--- config.mk ---
export PLATFORM = sky130hd
export DESIGN_NAME = cassette_block_framer
export DESIGN_NICKNAME = d
export VERILOG_FILES = /design/src/rtl/cbf_pkg.sv /design/src/rtl/cassette_block_framer.sv /design/src/rtl/cbf_front.sv /design/src/rtl/cbf_fifo.sv /design/src/rtl/cbf_back.sv
export SDC_FILE = /design/constraint.sdc
export NUM_CORES = 1
export LEC_CHECK = 0
export CORE_MARGIN = 2
export CORE_UTILIZATION = 65
export CTS_BUF_LIST = sky130_fd_sc_hd__clkbuf_4
export DETAILED_ROUTE_END_ITERATION = 8
export DONT_BUFFER_PORTS = 1
export PLACE_DENSITY = 0.81
export SLEW_MARGIN = 20
export SYNTH_ARGS = -nofsm -noshare
export SYNTH_HDL_FRONTEND = slang
export SYNTH_HIERARCHICAL = 1
export SYNTH_SLANG_ARGS = --single-unit
--- constraint.sdc ---
create_clock -name aclk -period 11.2 [get_ports aclk]
set_clock_uncertainty 0.05 [all_clocks]
set_input_delay 1.12 -clock aclk [delete_from_list [all_inputs] [get_ports aclk]]
set_output_delay 1.12 -clock aclk [all_outputs]
set_load 0.005 [all_outputs]
--- src/rtl/cbf_pkg.sv ---
`timescale 1ns / 1ps

package cbf_pkg;

    // Field widths
    localparam int BYTE_W   = 8;
    localparam int LENGTH_W = 16;
    localparam int CFG_IDX_W  = 2;
    localparam int CFG_DATA_W = 16;

    // Register indexes of the configuration port
    localparam logic [CFG_IDX_W-1:0] CFG_PAYLOAD_LENGTH   = 2'd0;
    localparam logic [CFG_IDX_W-1:0] CFG_NAME_FIRST_CHAR  = 2'd1;
    localparam logic [CFG_IDX_W-1:0] CFG_NAME_SECOND_CHAR = 2'd2;

    // Register reset values
    localparam logic [LENGTH_W-1:0] PAYLOAD_LENGTH_RST = 16'd1;
    localparam logic [BYTE_W-1:0]   NAME_CHAR_RST      = 8'd65;

    // Framing bytes
    localparam logic [BYTE_W-1:0] SYNC_BYTE = 8'h16;
    localparam logic [BYTE_W-1:0] ESC_BYTE  = 8'h1B;
    localparam logic [BYTE_W-1:0] EOT_BYTE  = 8'h17;

    // Slot index within the byte sequence one item can cause
    localparam int SLOT_W = 4;
    localparam logic [SLOT_W-1:0] SLOT_SYNC_FIRST = 4'd0;
    localparam logic [SLOT_W-1:0] SLOT_SYNC_LAST  = 4'd2;
    localparam logic [SLOT_W-1:0] SLOT_ESC        = 4'd3;
    localparam logic [SLOT_W-1:0] SLOT_LEN_HI     = 4'd4;
    localparam logic [SLOT_W-1:0] SLOT_LEN_LO     = 4'd5;
    localparam logic [SLOT_W-1:0] SLOT_NAME_1     = 4'd6;
    localparam logic [SLOT_W-1:0] SLOT_NAME_2     = 4'd7;
    localparam logic [SLOT_W-1:0] SLOT_DATA       = 4'd8;
    localparam logic [SLOT_W-1:0] SLOT_EOT        = 4'd9;
    localparam logic [SLOT_W-1:0] SLOT_SUM_FIRST  = 4'd10;
    localparam logic [SLOT_W-1:0] SLOT_SUM_LAST   = 4'd13;

    // Queue depth between front and back
    localparam int CMD_FIFO_DEPTH = 2;

    // One classified item, as handed from front to back
    typedef struct packed {
        logic [BYTE_W-1:0]   data;
        logic                header;
        logic                last;
        logic [LENGTH_W-1:0] limit;
        logic [BYTE_W-1:0]   name_1;
        logic [BYTE_W-1:0]   name_2;
        logic [BYTE_W-1:0]   sum;
    } cmd_t;

    // Back-end sequencer phase
    typedef enum logic {
        PH_FRESH,
        PH_MID
    } phase_t;

endpackage

--- src/rtl/cassette_block_framer.sv ---
`timescale 1ns / 1ps
// Each accepted byte is written to the command queue and then registered in the output register.
// Inside a block one payload byte is taken per cycle while the queue is not full and m_ready
// holds; the first byte of a block also emits the header before its data, the last the trailer.
// The output register sets the rate: one result byte leaves per cycle while m_ready is high.
// Reset (aresetn low, synchronous) clears position, checksum, queue and output valid.
module cassette_block_framer #(
    parameter int CmdFifoDepth = cbf_pkg::CMD_FIFO_DEPTH
) (
    input  logic                           aclk,
    input  logic                           aresetn,
    input  logic                           cfg_wr_en,
    input  logic [cbf_pkg::CFG_IDX_W-1:0]  cfg_index,
    input  logic [cbf_pkg::CFG_DATA_W-1:0] cfg_wdata,
    input  logic                           s_valid,
    output logic                           s_ready,
    input  logic [cbf_pkg::BYTE_W-1:0]     s_payload_byte,
    output logic                           m_valid,
    input  logic                           m_ready,
    output logic [cbf_pkg::BYTE_W-1:0]     m_out_byte,
    output logic                           m_run_last,
    output logic                           m_block_end
);
    import cbf_pkg::*;

    logic q_full;
    logic q_push;
    logic q_pop;
    logic q_head_valid;
    cmd_t q_push_cmd;
    cmd_t q_head_cmd;

    // Accept and classify payload bytes
    cbf_front u_front (
        .aclk           (aclk),
        .aresetn        (aresetn),
        .cfg_wr_en      (cfg_wr_en),
        .cfg_index      (cfg_index),
        .cfg_wdata      (cfg_wdata),
        .s_valid        (s_valid),
        .s_ready        (s_ready),
        .s_payload_byte (s_payload_byte),
        .q_full         (q_full),
        .q_push         (q_push),
        .q_cmd          (q_push_cmd)
    );

    // Decouple front and back
    cbf_fifo #(
        .Depth (CmdFifoDepth)
    ) u_fifo (
        .aclk       (aclk),
        .aresetn    (aresetn),
        .push       (q_push),
        .push_cmd   (q_push_cmd),
        .full       (q_full),
        .pop        (q_pop),
        .head_valid (q_head_valid),
        .head_cmd   (q_head_cmd)
    );

    // Emit header, payload and trailer bytes
    cbf_back u_back (
        .aclk        (aclk),
        .aresetn     (aresetn),
        .head_valid  (q_head_valid),
        .head_cmd    (q_head_cmd),
        .pop         (q_pop),
        .m_valid     (m_valid),
        .m_ready     (m_ready),
        .m_out_byte  (m_out_byte),
        .m_run_last  (m_run_last),
        .m_block_end (m_block_end)
    );

endmodule

--- src/rtl/cbf_front.sv ---
`timescale 1ns / 1ps

module cbf_front (
    input  logic                          aclk,
    input  logic                          aresetn,
    input  logic                          cfg_wr_en,
    input  logic [cbf_pkg::CFG_IDX_W-1:0] cfg_index,
    input  logic [cbf_pkg::CFG_DATA_W-1:0] cfg_wdata,
    input  logic                          s_valid,
    output logic                          s_ready,
    input  logic [cbf_pkg::BYTE_W-1:0]    s_payload_byte,
    input  logic                          q_full,
    output logic                          q_push,
    output cbf_pkg::cmd_t                 q_cmd
);
    import cbf_pkg::*;

    logic [LENGTH_W-1:0] payload_length_reg;
    logic [BYTE_W-1:0]   name_first_reg;
    logic [BYTE_W-1:0]   name_second_reg;
    logic [LENGTH_W-1:0] position_reg, position_next;
    logic [BYTE_W-1:0]   sum_reg, sum_next;

    logic [LENGTH_W-1:0] limit;
    logic [BYTE_W-1:0]   sum_new;
    logic                last_byte;

    // Configuration registers
    always_ff @(posedge aclk) begin
        if (!aresetn) begin
            payload_length_reg <= PAYLOAD_LENGTH_RST;
            name_first_reg     <= NAME_CHAR_RST;
            name_second_reg    <= NAME_CHAR_RST;
        end else if (cfg_wr_en) begin
            case (cfg_index)
                CFG_PAYLOAD_LENGTH:   payload_length_reg <= cfg_wdata;
                CFG_NAME_FIRST_CHAR:  name_first_reg     <= cfg_wdata[BYTE_W-1:0];
                CFG_NAME_SECOND_CHAR: name_second_reg    <= cfg_wdata[BYTE_W-1:0];
                default: ;
            endcase
        end
    end

    // Classify the incoming byte
    assign limit     = payload_length_reg - LENGTH_W'(1);
    assign last_byte = (position_reg >= limit);
    assign sum_new   = sum_reg + s_payload_byte;

    assign s_ready = !q_full;
    assign q_push  = s_valid && s_ready;

    always_comb begin
        q_cmd.data   = s_payload_byte;
        q_cmd.header = (position_reg == '0);
        q_cmd.last   = last_byte;
        q_cmd.limit  = limit;
        q_cmd.name_1 = name_first_reg;
        q_cmd.name_2 = name_second_reg;
        q_cmd.sum    = sum_new;
    end

    // Advance position and checksum on each transfer
    always_comb begin
        position_next = position_reg;
        sum_next      = sum_reg;
        if (q_push) begin
            if (last_byte) begin
                position_next = '0;
                sum_next      = '0;
            end else begin
                position_next = position_reg + LENGTH_W'(1);
                sum_next      = sum_new;
            end
        end
    end

    always_ff @(posedge aclk) begin
        if (!aresetn) begin
            position_reg <= '0;
            sum_reg      <= '0;
        end else begin
            position_reg <= position_next;
            sum_reg      <= sum_next;
        end
    end

endmodule

--- src/rtl/cbf_fifo.sv ---
`timescale 1ns / 1ps

module cbf_fifo #(
    parameter int Depth = cbf_pkg::CMD_FIFO_DEPTH
) (
    input  logic          aclk,
    input  logic          aresetn,
    input  logic          push,
    input  cbf_pkg::cmd_t push_cmd,
    output logic          full,
    input  logic          pop,
    output logic          head_valid,
    output cbf_pkg::cmd_t head_cmd
);
    import cbf_pkg::*;

    localparam int PtrW = (Depth > 1) ? $clog2(Depth) : 1;
    localparam int CntW = $clog2(Depth + 1);
    localparam logic [PtrW-1:0] PtrMax = PtrW'(Depth - 1);

    cmd_t            mem [Depth];
    logic [PtrW-1:0] wr_ptr_reg, wr_ptr_next;
    logic [PtrW-1:0] rd_ptr_reg, rd_ptr_next;
    logic [CntW-1:0] count_reg, count_next;

    assign full       = (count_reg == CntW'(Depth));
    assign head_valid = (count_reg != '0);
    assign head_cmd   = mem[rd_ptr_reg];

    // Store entries
    always_ff @(posedge aclk) begin
        if (push) begin
            mem[wr_ptr_reg] <= push_cmd;
        end
    end

    // Advance pointers and count
    always_comb begin
        wr_ptr_next = wr_ptr_reg;
        rd_ptr_next = rd_ptr_reg;
        count_next  = count_reg;
        if (push) begin
            wr_ptr_next = (wr_ptr_reg == PtrMax) ? '0 : wr_ptr_reg + PtrW'(1);
        end
        if (pop) begin
            rd_ptr_next = (rd_ptr_reg == PtrMax) ? '0 : rd_ptr_reg + PtrW'(1);
        end
        if (push && !pop) begin
            count_next = count_reg + CntW'(1);
        end else if (pop && !push) begin
            count_next = count_reg - CntW'(1);
        end
    end

    always_ff @(posedge aclk) begin
        if (!aresetn) begin
            wr_ptr_reg <= '0;
            rd_ptr_reg <= '0;
            count_reg  <= '0;
        end else begin
            wr_ptr_reg <= wr_ptr_next;
            rd_ptr_reg <= rd_ptr_next;
            count_reg  <= count_next;
        end
    end

endmodule

--- src/rtl/cbf_back.sv ---
`timescale 1ns / 1ps

module cbf_back (
    input  logic                       aclk,
    input  logic                       aresetn,
    input  logic                       head_valid,
    input  cbf_pkg::cmd_t              head_cmd,
    output logic                       pop,
    output logic                       m_valid,
    input  logic                       m_ready,
    output logic [cbf_pkg::BYTE_W-1:0] m_out_byte,
    output logic                       m_run_last,
    output logic                       m_block_end
);
    import cbf_pkg::*;

    phase_t            phase_reg, phase_next;
    logic [SLOT_W-1:0] slot_reg, slot_next;

    logic              m_valid_reg, m_valid_next;
    logic [BYTE_W-1:0] out_byte_reg;
    logic              run_last_reg;
    logic              block_end_reg;

    logic [SLOT_W-1:0] first_slot;
    logic [SLOT_W-1:0] end_slot;
    logic [SLOT_W-1:0] cur_slot;
    logic [BYTE_W-1:0] cur_byte;
    logic              load;
    logic              emit;
    logic              cur_end;

    // Slot range of the head entry
    assign first_slot = head_cmd.header ? SLOT_SYNC_FIRST : SLOT_DATA;
    assign end_slot   = head_cmd.last ? SLOT_SUM_LAST : SLOT_DATA;
    assign cur_slot   = (phase_reg == PH_FRESH) ? first_slot : slot_reg;
    assign cur_end    = (cur_slot == end_slot);

    assign load = !m_valid_reg || m_ready;
    assign emit = head_valid && load;
    assign pop  = emit && cur_end;

    // Next state
    always_comb begin
        phase_next = phase_reg;
        slot_next  = slot_reg;
        if (emit) begin
            if (cur_end) begin
                phase_next = PH_FRESH;
            end else begin
                phase_next = PH_MID;
                slot_next  = cur_slot + SLOT_W'(1);
            end
        end
    end

    // Select the byte for the current slot
    always_comb begin
        case (cur_slot) inside
            [SLOT_SYNC_FIRST:SLOT_SYNC_LAST]: cur_byte = SYNC_BYTE;
            SLOT_ESC:                         cur_byte = ESC_BYTE;
            SLOT_LEN_HI:                      cur_byte = head_cmd.limit[LENGTH_W-1:BYTE_W];
            SLOT_LEN_LO:                      cur_byte = head_cmd.limit[BYTE_W-1:0];
            SLOT_NAME_1:                      cur_byte = head_cmd.name_1;
            SLOT_NAME_2:                      cur_byte = head_cmd.name_2;
            SLOT_DATA:                        cur_byte = head_cmd.data;
            SLOT_EOT:                         cur_byte = EOT_BYTE;
            [SLOT_SUM_FIRST:SLOT_SUM_LAST]:   cur_byte = head_cmd.sum;
            default:                          cur_byte = '0;
        endcase
    end

    // Output register valid
    always_comb begin
        m_valid_next = m_valid_reg;
        if (load) begin
            m_valid_next = head_valid;
        end
    end

    always_ff @(posedge aclk) begin
        if (!aresetn) begin
            phase_reg   <= PH_FRESH;
            slot_reg    <= '0;
            m_valid_reg <= 1'b0;
        end else begin
            phase_reg   <= phase_next;
            slot_reg    <= slot_next;
            m_valid_reg <= m_valid_next;
        end
    end

    // Hold the payload until the transfer
    always_ff @(posedge aclk) begin
        if (emit) begin
            out_byte_reg  <= cur_byte;
            run_last_reg  <= cur_end;
            block_end_reg <= (cur_slot == SLOT_SUM_LAST);
        end
    end

    assign m_valid     = m_valid_reg;
    assign m_out_byte  = out_byte_reg;
    assign m_run_last  = run_last_reg;
    assign m_block_end = block_end_reg;

endmodule
==> impl_metrics.tcl, run 1 <==
set metrics [dict create \
    use_met3_pct 5.18 \
    worstPathArrival_ps 4820 \
    synth.top_cells.by_area "sky130_fd_sc_hd__edfxtp_1 39%, sky130_fd_sc_hd__dfxtp_1 16%, sky130_fd_sc_hd__mux2_2 6.2%, sky130_fd_sc_hd__ha_1 4.6%, sky130_fd_sc_hd__nand2_1 3.1%" \
    core-area_um2 12600 \
    grt_max_degree 51 \
    gr_met1_demand_resource_pct 34.4 \
    power.density_nw_per_um2 191 \
    cts_inserted_buffers 17 \
    synth.net_count 787 \
    criticalPathCategory "flip-flop to flip-flop" \
    cts_tree "done" \
    relSlewSlack_pct 33.2 \
    rsz_0062_raised_after_global_routing "false" \
    report.power.total_w 0.00167 \
    synth.top_cells.by_count "110 x sky130_fd_sc_hd__edfxtp_1, 70 x sky130_fd_sc_hd__nand2_1, 67 x sky130_fd_sc_hd__dfxtp_1, 46 x sky130_fd_sc_hd__mux2_2, 45 x sky130_fd_sc_hd__a21oi_1" \
    max_cap_viol_count 0 \
    die-area_um2 13900 \
    num_antenna_cells 0 \
    fin_util_pct 69.1 \
    final.period_utilization_pct 39.6 \
    maxClockFrequency_ghz 0.226 \
    multi_input_area_um2 3450 \
    register_bit_total_from_synthesis 177 \
    syn2layout_area_growth_pct 3.63 \
    clock_sink_count 177 \
    rows 41 \
    timing.critical_path.to_type "flip-flop" \
    final-max-slew-violation-count 0 \
    syn-mean-instance-area_um2 11.6 \
    largest_reg_flops 100 \
    clock_latency_ps 590 \
    layout-drive-gt1-share_pct 13.4 \
    run_status "complete, no violations" \
    dieHeight_um 118 \
    layout.area.seq_um2 4650 \
    globalplace.congestion 0.935 \
    top_count_cell_post_synth "sky130_fd_sc_hd__edfxtp_1" \
    floorplan.initialDensity_pct 66.7 \
    static_leakage_nw 3.23 \
    grt_util_met2_pct 45.3 \
    setup_viol_count_final 0 \
    drt_first_pass_iters 5 \
    vias 5661 \
    cts_buffer_depth 2 \
    worst_setup_path_start_kind "flip-flop" \
    area_share_of_the_leading_cell_type_in_the_synthesized_netlist_pct 39.3 \
    post_cts_buffers 0 \
    wire_per_inst_um 20.2 \
    yosysSeqAreaShare_pct 55.2 \
    drc 0 \
    most_used_layer_global_route "met2" \
    dp_hpwl_mm 12.9 \
    max-vdd-ir-drop_mv 0.0845 \
    initial_antenna_violation_count 0 \
    avgViaCountPerCell 6.31 \
    clockRootBuffer "sky130_fd_sc_hd__clkbuf_4" \
    cts.hold.buffers_added 0 \
    grt_overflow_total 0 \
    tightestPinTransition_ps 1000 \
    boundaryPins 43 \
    globalRouteTotalUtil_pct 26.7 \
    post_cts_clock_slew_at_the_launch_and_capture_registers_of_the_worst_setup_and_hold_paths_ps 140 \
    die-width_um 118 \
    post_cts_resize_count 0 \
    synthCells 724 \
    first_global_vias 5523 \
    finalWorstPathRequiredPeriod_ps 4430 \
    critical_path_required_ps 11590 \
    clock_tree.htree_level_count 4 \
    synth_area_leader_cell "sky130_fd_sc_hd__edfxtp_1" \
    synth-edff-count 110 \
    synth-async-reset-ratio_pct 0 \
    ys_types 71 \
    drt_iter0_drc 542 \
    antenna_left 0 \
    grt_first_pass_wirelength_mm 28.5 \
    post_synth_instance_area_um2 8410 \
    setup-tns-final_ps 0 \
    yosys_warnings 6 \
    synth-main-ff-cell "sky130_fd_sc_hd__edfxtp_1" \
    io_buffers 0 \
    wirelength_mm 18.1 \
    fillCellCount 938 \
    hold_viol 0 \
    critical_path.max_fanout 13 \
    worst_hold_class "flip-flop to flip-flop" \
    final_nets 775 \
]
==> path summary, 6_finish.rpt <==
check	from	end	slack, ps	cells past startpoint
setup / recovery	u_front/payload_length_reg[5]	u_front/position_reg[6]	6770	10
hold / removal	u_front/name_second_reg[1]	u_fifo/mem[0][9]	420	0
setup reg to reg	u_front/payload_length_reg[5]	u_front/position_reg[6]	6770	10
hold reg to reg	u_front/name_second_reg[1]	u_fifo/mem[0][9]	420	0
==> metal layers <==
metal | vias up | part of all wire, %
met3 | 32 | 5.8
met1 | 2786 | 43
met5 | - | 0
met4 | 0 | 2.0
li1 | 2636 | -
met2 | 207 | 50
==> metrics by stage <==
stage | instance area, µm² | std cells | hold WS [ps] | setup slack, ps
floorplan | 8410 | 724 | 375 | 7050
global placement | 8480 | 865 | 384 | 7060
detailed placement | 8480 | 865 | 395 | 6830
CTS | 8720 | 897 | 422 | 6790
global route | 8720 | 897 | 443 | 6520
finish | 8720 | 897 | 423 | 6770
==> critical path, cell delays in order (launching register included) <==
cell	delay, ps
sky130_fd_sc_hd__dfxtp_1	380
sky130_fd_sc_hd__or4_4	530
sky130_fd_sc_hd__or2_1	260
sky130_fd_sc_hd__or3_4	400
sky130_fd_sc_hd__or3b_4	420
sky130_fd_sc_hd__xor2_1	150
sky130_fd_sc_hd__ha_1	320
sky130_fd_sc_hd__nand4_1	160
sky130_fd_sc_hd__or4_1	600
sky130_fd_sc_hd__o2111ai_1	830
sky130_fd_sc_hd__a21oi_1	180
==> report_power, final <==
part | total [W] | internal (W) | switching (W)
Combinational | 0.000463 | 0.000182 | 0.000282
Clock | 0.000316 | 0.0000921 | 0.000224
Sequential | 0.000887 | 0.000834 | 0.0000532
Total | 0.00167 | 0.00111 | 0.000559
==> layout by cell type, fill, tap and decap left out, drive strengths merged, types with 4 or more instances in the layout <==
| cell | Yosys | routed |
|---|---|---|
| edfxtp | 110 | 110 |
| nand2 | 70 | 70 |
| dfxtp | 67 | 67 |
| mux2 | 50 | 50 |
| a21oi | 45 | 45 |
| nor2 | 41 | 41 |
| inv | 36 | 40 |
| ha | 31 | 31 |
| xnor2 | 19 | 19 |
| clkbuf | 11 | 18 |
| xor2 | 18 | 18 |
| mux2i | 17 | 17 |
| o21ai | 15 | 15 |
| nand3 | 14 | 14 |
| nor3 | 10 | 10 |
| nor2b | 10 | 10 |
| o22ai | 8 | 8 |
| and2 | 8 | 8 |
| nor3b | 7 | 7 |
| o211a | 6 | 6 |
| nand3b | 6 | 6 |
| nand2b | 6 | 6 |
| nand4 | 6 | 6 |
| clkinv | 1 | 6 |
| clkinvlp | 0 | 5 |
| o211ai | 5 | 5 |
| a32o | 5 | 5 |
| or3 | 5 | 5 |
| a211oi | 4 | 4 |
| a211o | 4 | 4 |
| o221ai | 4 | 4 |
| o21a | 4 | 4 |
| nor4 | 4 | 4 |
| or2 | 4 | 4 |
==> final cells by class <==
class | instances | area share (%)
flip-flops and latches | 177 | 53.3
multi-input cells | 476 | 39.6
well taps | 172 | 2.47
inverters | 37 | 1.61
clock buffers | 18 | 1.55
clock inverters | 14 | 1.23
repair buffers | 3 | 0.258
==> cells by family after synthesis <==
| logic type | Yosys count | share of synthesized area, % |
|---|---|---|
| AO/OA/AOI/OAI | 132 | 10.7 |
| XOR/XNOR | 37 | 3.85 |
| AND/OR/NAND/NOR | 208 | 12.8 |
| multiplexers | 67 | 8.71 |
| buffers and inverters | 71 | 3.93 |
| adder cells (fa/ha/maj) | 32 | 4.85 |
| flip-flops | 177 | 55.2 |
Power figures use the tool's default switching activity.
==> run 2, diff against run 1 <==
--- a/config.mk
+++ b/config.mk
@@ -5,6 +5,7 @@
 export SDC_FILE = /design/constraint.sdc
 export NUM_CORES = 1
 export LEC_CHECK = 0
+export ABC_AREA = 1
 export CORE_MARGIN = 2
 export CORE_UTILIZATION = 65
 export CTS_BUF_LIST = sky130_fd_sc_hd__clkbuf_4
==> constraint.sdc (replaced) <==
create_clock -name aclk -period 4.25 [get_ports aclk]
set_clock_uncertainty 0.05 [all_clocks]
set_input_delay 0.425 -clock aclk [delete_from_list [all_inputs] [get_ports aclk]]
set_output_delay 0.425 -clock aclk [all_outputs]
set_load 0.005 [all_outputs]
==> impl_metrics.tcl, run 2 <==
set metrics [dict create \
    area_share_of_the_leading_cell_type_in_the_synthesized_netlist_pct 37.7 \
    syn2layout_area_growth_pct 6.68 \
    static_leakage_nw 3.85 \
    synth-main-ff-cell "sky130_fd_sc_hd__edfxtp_1" \
    yosysSeqAreaShare_pct 53.0 \
    timing.reg2reg.worst_path_depth 19 \
    synth-async-reset-ratio_pct 0 \
    floorplan.initialDensity_pct 66.5 \
    cts_tree "done" \
    synth_area_leader_cell "sky130_fd_sc_hd__edfxtp_1" \
    hold_depth 1 \
    syn-mean-instance-area_um2 10.1 \
    setup-tns-final_ps 0 \
    crit_chain "inv_1 > ha_1 > nand4_1 > nor2_1 > nand2_1 > nand2_1 > inv_1 > ha_1 > nand2_1 > nor2_1 > nand2_1 > nand2_1 > nor2_1 > nand2_1 > nand2_1 > nand2_1 > nand2_1 > nand2_2 > nor2_1" \
    drt_iter0_drc 536 \
    finalWorstPathRequiredPeriod_ps 3340 \
    switching_power_w 0.00158 \
    critical_path.max_fanout 13 \
    critical_path.reg2reg.endpoint "u_front/position_reg[11]" \
    synth-edff-count 110 \
    clockRootBuffer "sky130_fd_sc_hd__clkbuf_4" \
    run_status "complete, no violations" \
    yosys_warnings 6 \
    relSlewSlack_pct 38.9 \
    synth.top_cells.by_area "sky130_fd_sc_hd__edfxtp_1 38%, sky130_fd_sc_hd__dfxtp_1 15%, sky130_fd_sc_hd__mux2_4 8.6%, sky130_fd_sc_hd__nand2_1 6.6%, sky130_fd_sc_hd__ha_1 4.4%" \
    clock_latency_ps 590 \
    layout-drive-gt1-share_pct 13.8 \
    core-area_um2 13200 \
    fillCellCount 922 \
    globalplace.congestion 0.860 \
    rows 42 \
    first_global_vias 5978 \
    switching_portion_of_total_power_pct 35.0 \
    final.period_utilization_pct 78.5 \
    drc 0 \
    grt_overflow_total 0 \
    post_cts_buffers 0 \
    critical_path_required_ps 4670 \
    avgViaCountPerCell 5.66 \
    worstPathArrival_ps 3760 \
    final_nets 954 \
    die-area_um2 14400 \
    max_cap_viol_count 0 \
    initial_antenna_violation_count 1 \
    mostFrequentLayoutCells "155 x sky130_fd_sc_hd__nand2_1, 110 x sky130_fd_sc_hd__edfxtp_1, 101 x sky130_fd_sc_hd__inv_1" \
    criticalPathCategory "flip-flop to flip-flop" \
    setup.reg_to_reg.worst_slack_ps 910 \
    synth.net_count 931 \
    clock_sink_count 177 \
    worst_setup_path_start_kind "flip-flop" \
    setup_viol_count_final 0 \
    io_buffers 0 \
    power.density_nw_per_um2 482 \
    cts_buffer_depth 2 \
    wire_per_inst_um 16.8 \
    post_cts_resize_count 0 \
    globalRouteTotalUtil_pct 26.5 \
    pwr-share-seq_pct 51.1 \
    pre_cts_slack_ps 994 \
    post_synth_instance_area_um2 8770 \
    ys_types 42 \
    clock_tree.htree_level_count 4 \
    path_depth 19 \
    critical-path-top-delay-family "simple AND/OR/NAND/NOR gates" \
    timing.critical_path.to_type "flip-flop" \
    final-max-slew-violation-count 0 \
    grt_first_pass_wirelength_mm 29.3 \
    wirelength_mm 18.2 \
    worst_hold_class "primary input to flip-flop" \
    largest_reg_flops 100 \
    combPwrFrac_pct 28.9 \
    drt_first_pass_iters 7 \
    post-route-worst-setup-slack_ps 913 \
    maxClockFrequency_ghz 0.300 \
    dieHeight_um 120 \
    report.power.total_w 0.00451 \
    vias 6118 \
    die-width_um 120 \
    boundaryPins 43 \
    grt_max_degree 51 \
    final_cell_area_um2 9360 \
    critPathSlowestCell "sky130_fd_sc_hd__dfxtp_1" \
    timing.critical_path.mode_cell "sky130_fd_sc_hd__nand2_1" \
    hold_viol 0 \
    max-vdd-ir-drop_mv 0.293 \
    power.clock.fraction_pct 20.0 \
    critical_path.endpoint "u_front/position_reg[11]" \
    rsz_0062_raised_after_global_routing "false" \
    register_bit_total_from_synthesis 177 \
    synth.top_cells.by_count "155 x sky130_fd_sc_hd__nand2_1, 110 x sky130_fd_sc_hd__edfxtp_1, 102 x sky130_fd_sc_hd__inv_1, 99 x sky130_fd_sc_hd__nor2_1, 67 x sky130_fd_sc_hd__dfxtp_1" \
    slowest_delay_ps 330 \
    post_cts_clock_slew_at_the_launch_and_capture_registers_of_the_worst_setup_and_hold_paths_ps 170 \
    placed_area_um2 8780 \
    top_count_cell_post_synth "sky130_fd_sc_hd__nand2_1" \
    dp_hpwl_mm 12.4 \
    leading_cell_type_in_the_layout_fill_and_taps_excluded "sky130_fd_sc_hd__nand2_1" \
    timing.critical_path.from "u_front/payload_length_reg[0]" \
    synthCells 868 \
    antenna_left 0 \
    intPower_w 0.00293 \
    crit_buf_inv 2 \
    cts_inserted_buffers 17 \
    worst_r2r_startpoint "u_front/payload_length_reg[0]" \
    fin_util_pct 70.9 \
    tightestPinTransition_ps 916 \
]
[run 2: cells by family (layout without fill, tap and decap cells)]
kind of cell | after synthesis | after routing | synth area share [%]
AOI/OAI and AO/OA | 114 | 114 | 6.69
xor gates and xnor gates | 20 | 20 | 2.00
adders and majority gates | 32 | 32 | 4.65
buffers and inverters | 137 | 173 | 7.40
DFF | 177 | 177 | 53.0
muxes | 50 | 50 | 8.56
other | 0 | 1 | 0
and+or+nand+nor | 338 | 338 | 17.7
[run 2: final cells by class]
cell class | instances | area (µm²) | area share (%)
antenna | 1 | 2.50 | 0.0267
clock buffer | 17 | 128 | 1.36
clock inverter | 15 | 143 | 1.52
inverter | 109 | 410 | 4.39
multi-input combinational | 554 | 3480 | 37.2
sequential | 177 | 4650 | 49.7
tap | 176 | 220 | 2.35
timing repair buffer | 32 | 323 | 3.45
[run 2: power groups by stage]
stage	sequential, W	clock, W	combinational, W
2_1_floorplan	0.00230	0	0.00102
3_3_place_gp	0.00232	0	0.00120
3_5_place_dp	0.00234	0	0.00125
4_1_cts	0.00230	0.000907	0.00129
5_1_grt	0.00233	0.000990	0.00143
6_report	0.00230	0.000901	0.00130
[run 2: worst min path at each step]
stage,start,endpoint,slack [ps]
final,s_payload_byte[0],u_fifo/mem[0][0],60
after global routing,s_payload_byte[0],u_fifo/mem[0][0],30
after CTS,s_payload_byte[0],u_fifo/mem[1][0],40
after detailed placement,u_front/name_second_reg[7],u_fifo/mem[1][15],390
after global placement,u_front/name_first_reg[1],u_fifo/mem[0][17],380
after floorplan,u_front/name_first_reg[1],u_fifo/mem[0][17],370
[run 2: what timing repair did]
item	4_1_cts	5_1_grt
hold buffers	29	0
setup endpoints to repair	0	0
hold endpoints to repair	61	0
[run 2: routing by layer]
metal  track usage [%]  wire [µm]  up-vias
li1                  -          -     2942
met1              34.6       7590     2895
met2              43.1       8760      246
met3              5.47       1310       35
met4              11.3        510        0
met5                 0          0        -
[run 2: worst register-to-register path: cells and delay by family (launching register included)]
kind,cells,cell delay [ps]
buffers and inverters,2,260
flip-flops,1,330
AND/OR/NAND/NOR,15,2050
adder cells (fa/ha/maj),2,540
[run 2: per-stage QoR]
step | cells | hold WS (ps)
finish | 1081 | 63.5
global route | 1081 | 25.0
CTS | 1080 | 36.1
detailed placement | 1019 | 391
global placement | 1019 | 380
floorplan | 868 | 370
==> run 3, diff against run 2 <==
--- a/config.mk
+++ b/config.mk
@@ -5,13 +5,13 @@
 export SDC_FILE = /design/constraint.sdc
 export NUM_CORES = 1
 export LEC_CHECK = 0
-export ABC_AREA = 1
+export ABC_AREA = 0
 export CORE_MARGIN = 2
-export CORE_UTILIZATION = 65
+export CORE_UTILIZATION = 60
 export CTS_BUF_LIST = sky130_fd_sc_hd__clkbuf_4
 export DETAILED_ROUTE_END_ITERATION = 8
 export DONT_BUFFER_PORTS = 1
-export PLACE_DENSITY = 0.81
+export PLACE_DENSITY = 0.79
 export SLEW_MARGIN = 20
 export SYNTH_ARGS = -nofsm -noshare
 export SYNTH_HDL_FRONTEND = slang
==> constraint.sdc (replaced) <==
create_clock -name aclk -period 3 [get_ports aclk]
set_clock_uncertainty 0.05 [all_clocks]
set_input_delay 0.3 -clock aclk [delete_from_list [all_inputs] [get_ports aclk]]
set_output_delay 0.3 -clock aclk [all_outputs]
set_load 0.005 [all_outputs]
==> impl_metrics.tcl, run 3 (synthesized netlist as in run 1, its figures left out) <==
set metrics [dict create \
    run_status "finished, violations left" \
    violations "hold timing, setup timing" \
    worstPathArrival_ps 4030 \
    avgViaCountPerCell 6.07 \
    clock_sink_count 177 \
    timing.critical_path.to_type "flip-flop" \
    most_used_layer_global_route "met2" \
    final.period_utilization_pct 122 \
    placed_cells_incl_taps 909 \
    grt_overflow_total 0 \
    criticalPathCategory "flip-flop to flip-flop" \
    dp_hpwl_mm 13.2 \
    mostFrequentLayoutCells "110 x sky130_fd_sc_hd__edfxtp_1, 70 x sky130_fd_sc_hd__nand2_1, 64 x sky130_fd_sc_hd__dfxtp_1" \
    drc 0 \
    largest_reg_flops 100 \
    setup_viol_count_final 26 \
    cts_inserted_buffers 17 \
    clock_tree.htree_level_count 4 \
    post_cts_clock_slew_at_the_launch_and_capture_registers_of_the_worst_setup_and_hold_paths_ps 150 \
    relSlewSlack_pct 31.4 \
    critical_path_required_ps 3380 \
    worst_setup_path_start_kind "flip-flop" \
    grt_first_pass_wirelength_mm 30.2 \
    gr_met1_demand_resource_pct 33.7 \
    antenna_left 0 \
    clock_latency_ps 580 \
    power.density_nw_per_um2 674 \
    grt_max_degree 52 \
    post-route-worst-setup-slack_ps -648 \
    num_antenna_cells 0 \
    cts_tree "done" \
    max-vdd-ir-drop_mv 0.321 \
    rows 43 \
    cts_buffer_depth 2 \
    max_cap_viol_count 0 \
    clockRootBuffer "sky130_fd_sc_hd__clkbuf_4" \
    rsz_0062_raised_after_global_routing "true" \
    timing.critical_path.mode_cell "sky130_fd_sc_hd__or4_4" \
    tightestPinTransition_ps 1030 \
    use_met3_pct 5.48 \
    leading_cell_type_in_the_layout_fill_and_taps_excluded "sky130_fd_sc_hd__edfxtp_1" \
    die-width_um 122 \
    critical-path-top-delay-family "simple AND/OR/NAND/NOR gates" \
    wire_per_inst_um 19.2 \
    final_nets 865 \
    grt_util_met2_pct 44.8 \
    static_leakage_nw 3.64 \
    die-area_um2 15000 \
    dieHeight_um 122 \
    drt_iter0_drc 592 \
    wirelength_mm 19.1 \
    boundaryPins 43 \
    syn2layout_area_growth_pct 15.3 \
    slowest_delay_ps 540 \
    core-area_um2 13800 \
    layoutNonFillerInstCount 995 \
    finalWorstPathRequiredPeriod_ps 3650 \
    hold_viol 7 \
    critical_path.max_fanout 13 \
    io_buffers 0 \
    floorplan.initialDensity_pct 61.1 \
    first_global_vias 5983 \
    crit_buf_inv 1 \
    vias 6038 \
    final-max-slew-violation-count 0 \
    fin_util_pct 70.4 \
    drt_first_pass_iters 6 \
    hold_slack_ps -184 \
    cts.hold.buffers_added 52 \
    layout-drive-gt1-share_pct 19.1 \
    initial_antenna_violation_count 0 \
    globalplace.congestion 0.951 \
    globalRouteTotalUtil_pct 26.8 \
    crit_chain "or4_4 > or2_4 > or3_4 > or3b_4 > xor2_1 > ha_1 > nand4_1 > or4_4 > o2111ai_4 > buf_12 > a21oi_1" \
    worst_hold_class "primary input to flip-flop" \
    critPathSlowestCell "sky130_fd_sc_hd__or4_4" \
    maxClockFrequency_ghz 0.274 \
]
run 3: cell type report:
| cell class | count | area (µm²) |
|---|---|---|
| multi-input combinational | 476 | 3550 |
| sequential | 177 | 4650 |
| clock inverter | 13 | 118 |
| tap | 180 | 225 |
| clock buffer | 19 | 143 |
| fill | 981 | 4070 |
| timing repair buffer | 93 | 870 |
| inverter | 37 | 143 |
run 3: worst reg2reg max path, stage by stage (launching register included):
cell and delay [ps]:
sky130_fd_sc_hd__dfxtp_2 350, sky130_fd_sc_hd__or4_4 540, sky130_fd_sc_hd__or2_4 240, sky130_fd_sc_hd__or3_4 380, sky130_fd_sc_hd__or3b_4 410, sky130_fd_sc_hd__xor2_1 150
sky130_fd_sc_hd__ha_1 300, sky130_fd_sc_hd__nand4_1 110, sky130_fd_sc_hd__or4_4 480, sky130_fd_sc_hd__o2111ai_4 240, sky130_fd_sc_hd__buf_12 170, sky130_fd_sc_hd__a21oi_1 80
run 3: repair_timing:
| action | 4_1_cts | 5_1_grt |
|---|---|---|
| pin swaps | 4 | 0 |
| resized for setup | 10 | 3 |
| buffers inserted | 2 | 0 |
| endpoints found under the hold margin | 74 | 13 |
| setup endpoints to repair | 26 | 26 |
run 3: layer usage:
layer	part of all wire (%)	wire [µm]
met2	49	9440
met1	42	7970
met5	0	0
met3	5.6	1060
met4	3.3	623
run 3: final timing paths:
| path | cells past startpoint | slack (ps) | startpoint | endpoint |
|---|---|---|---|---|
| worst min register to register | 2 | 420 | u_front/sum_reg[0] | u_front/sum_reg[0] |
| worst min-delay path | 1 | -180 | aresetn | u_fifo/count_reg[1] |
| worst max register to register | 11 | -650 | u_front/payload_length_reg[8] | u_front/position_reg[4] |
| worst max-delay path | 11 | -650 | u_front/payload_length_reg[8] | u_front/position_reg[4] |
run 3: metrics by stage:
step	hold slack (ps)	instance area [µm²]	setup TNS (ps)	total power [W]	setup slack, ps
floorplan	368	8490	-12760	0.00466	-565
global placement	317	8860	-13050	0.00511	-534
detailed placement	318	8860	-15070	0.00521	-622
CTS	-222	9690	-14850	0.00652	-633
global route	-226	9700	-17720	0.00686	-746
finish	-184	9700	-15260	0.00654	-648
run 3: power breakdown:
group          switching (W)  internal [W]  total, W
sequential          0.000189       0.00311   0.00330
combinational        0.00114      0.000868   0.00201
clock               0.000802      0.000427   0.00123
total                0.00213       0.00441   0.00654
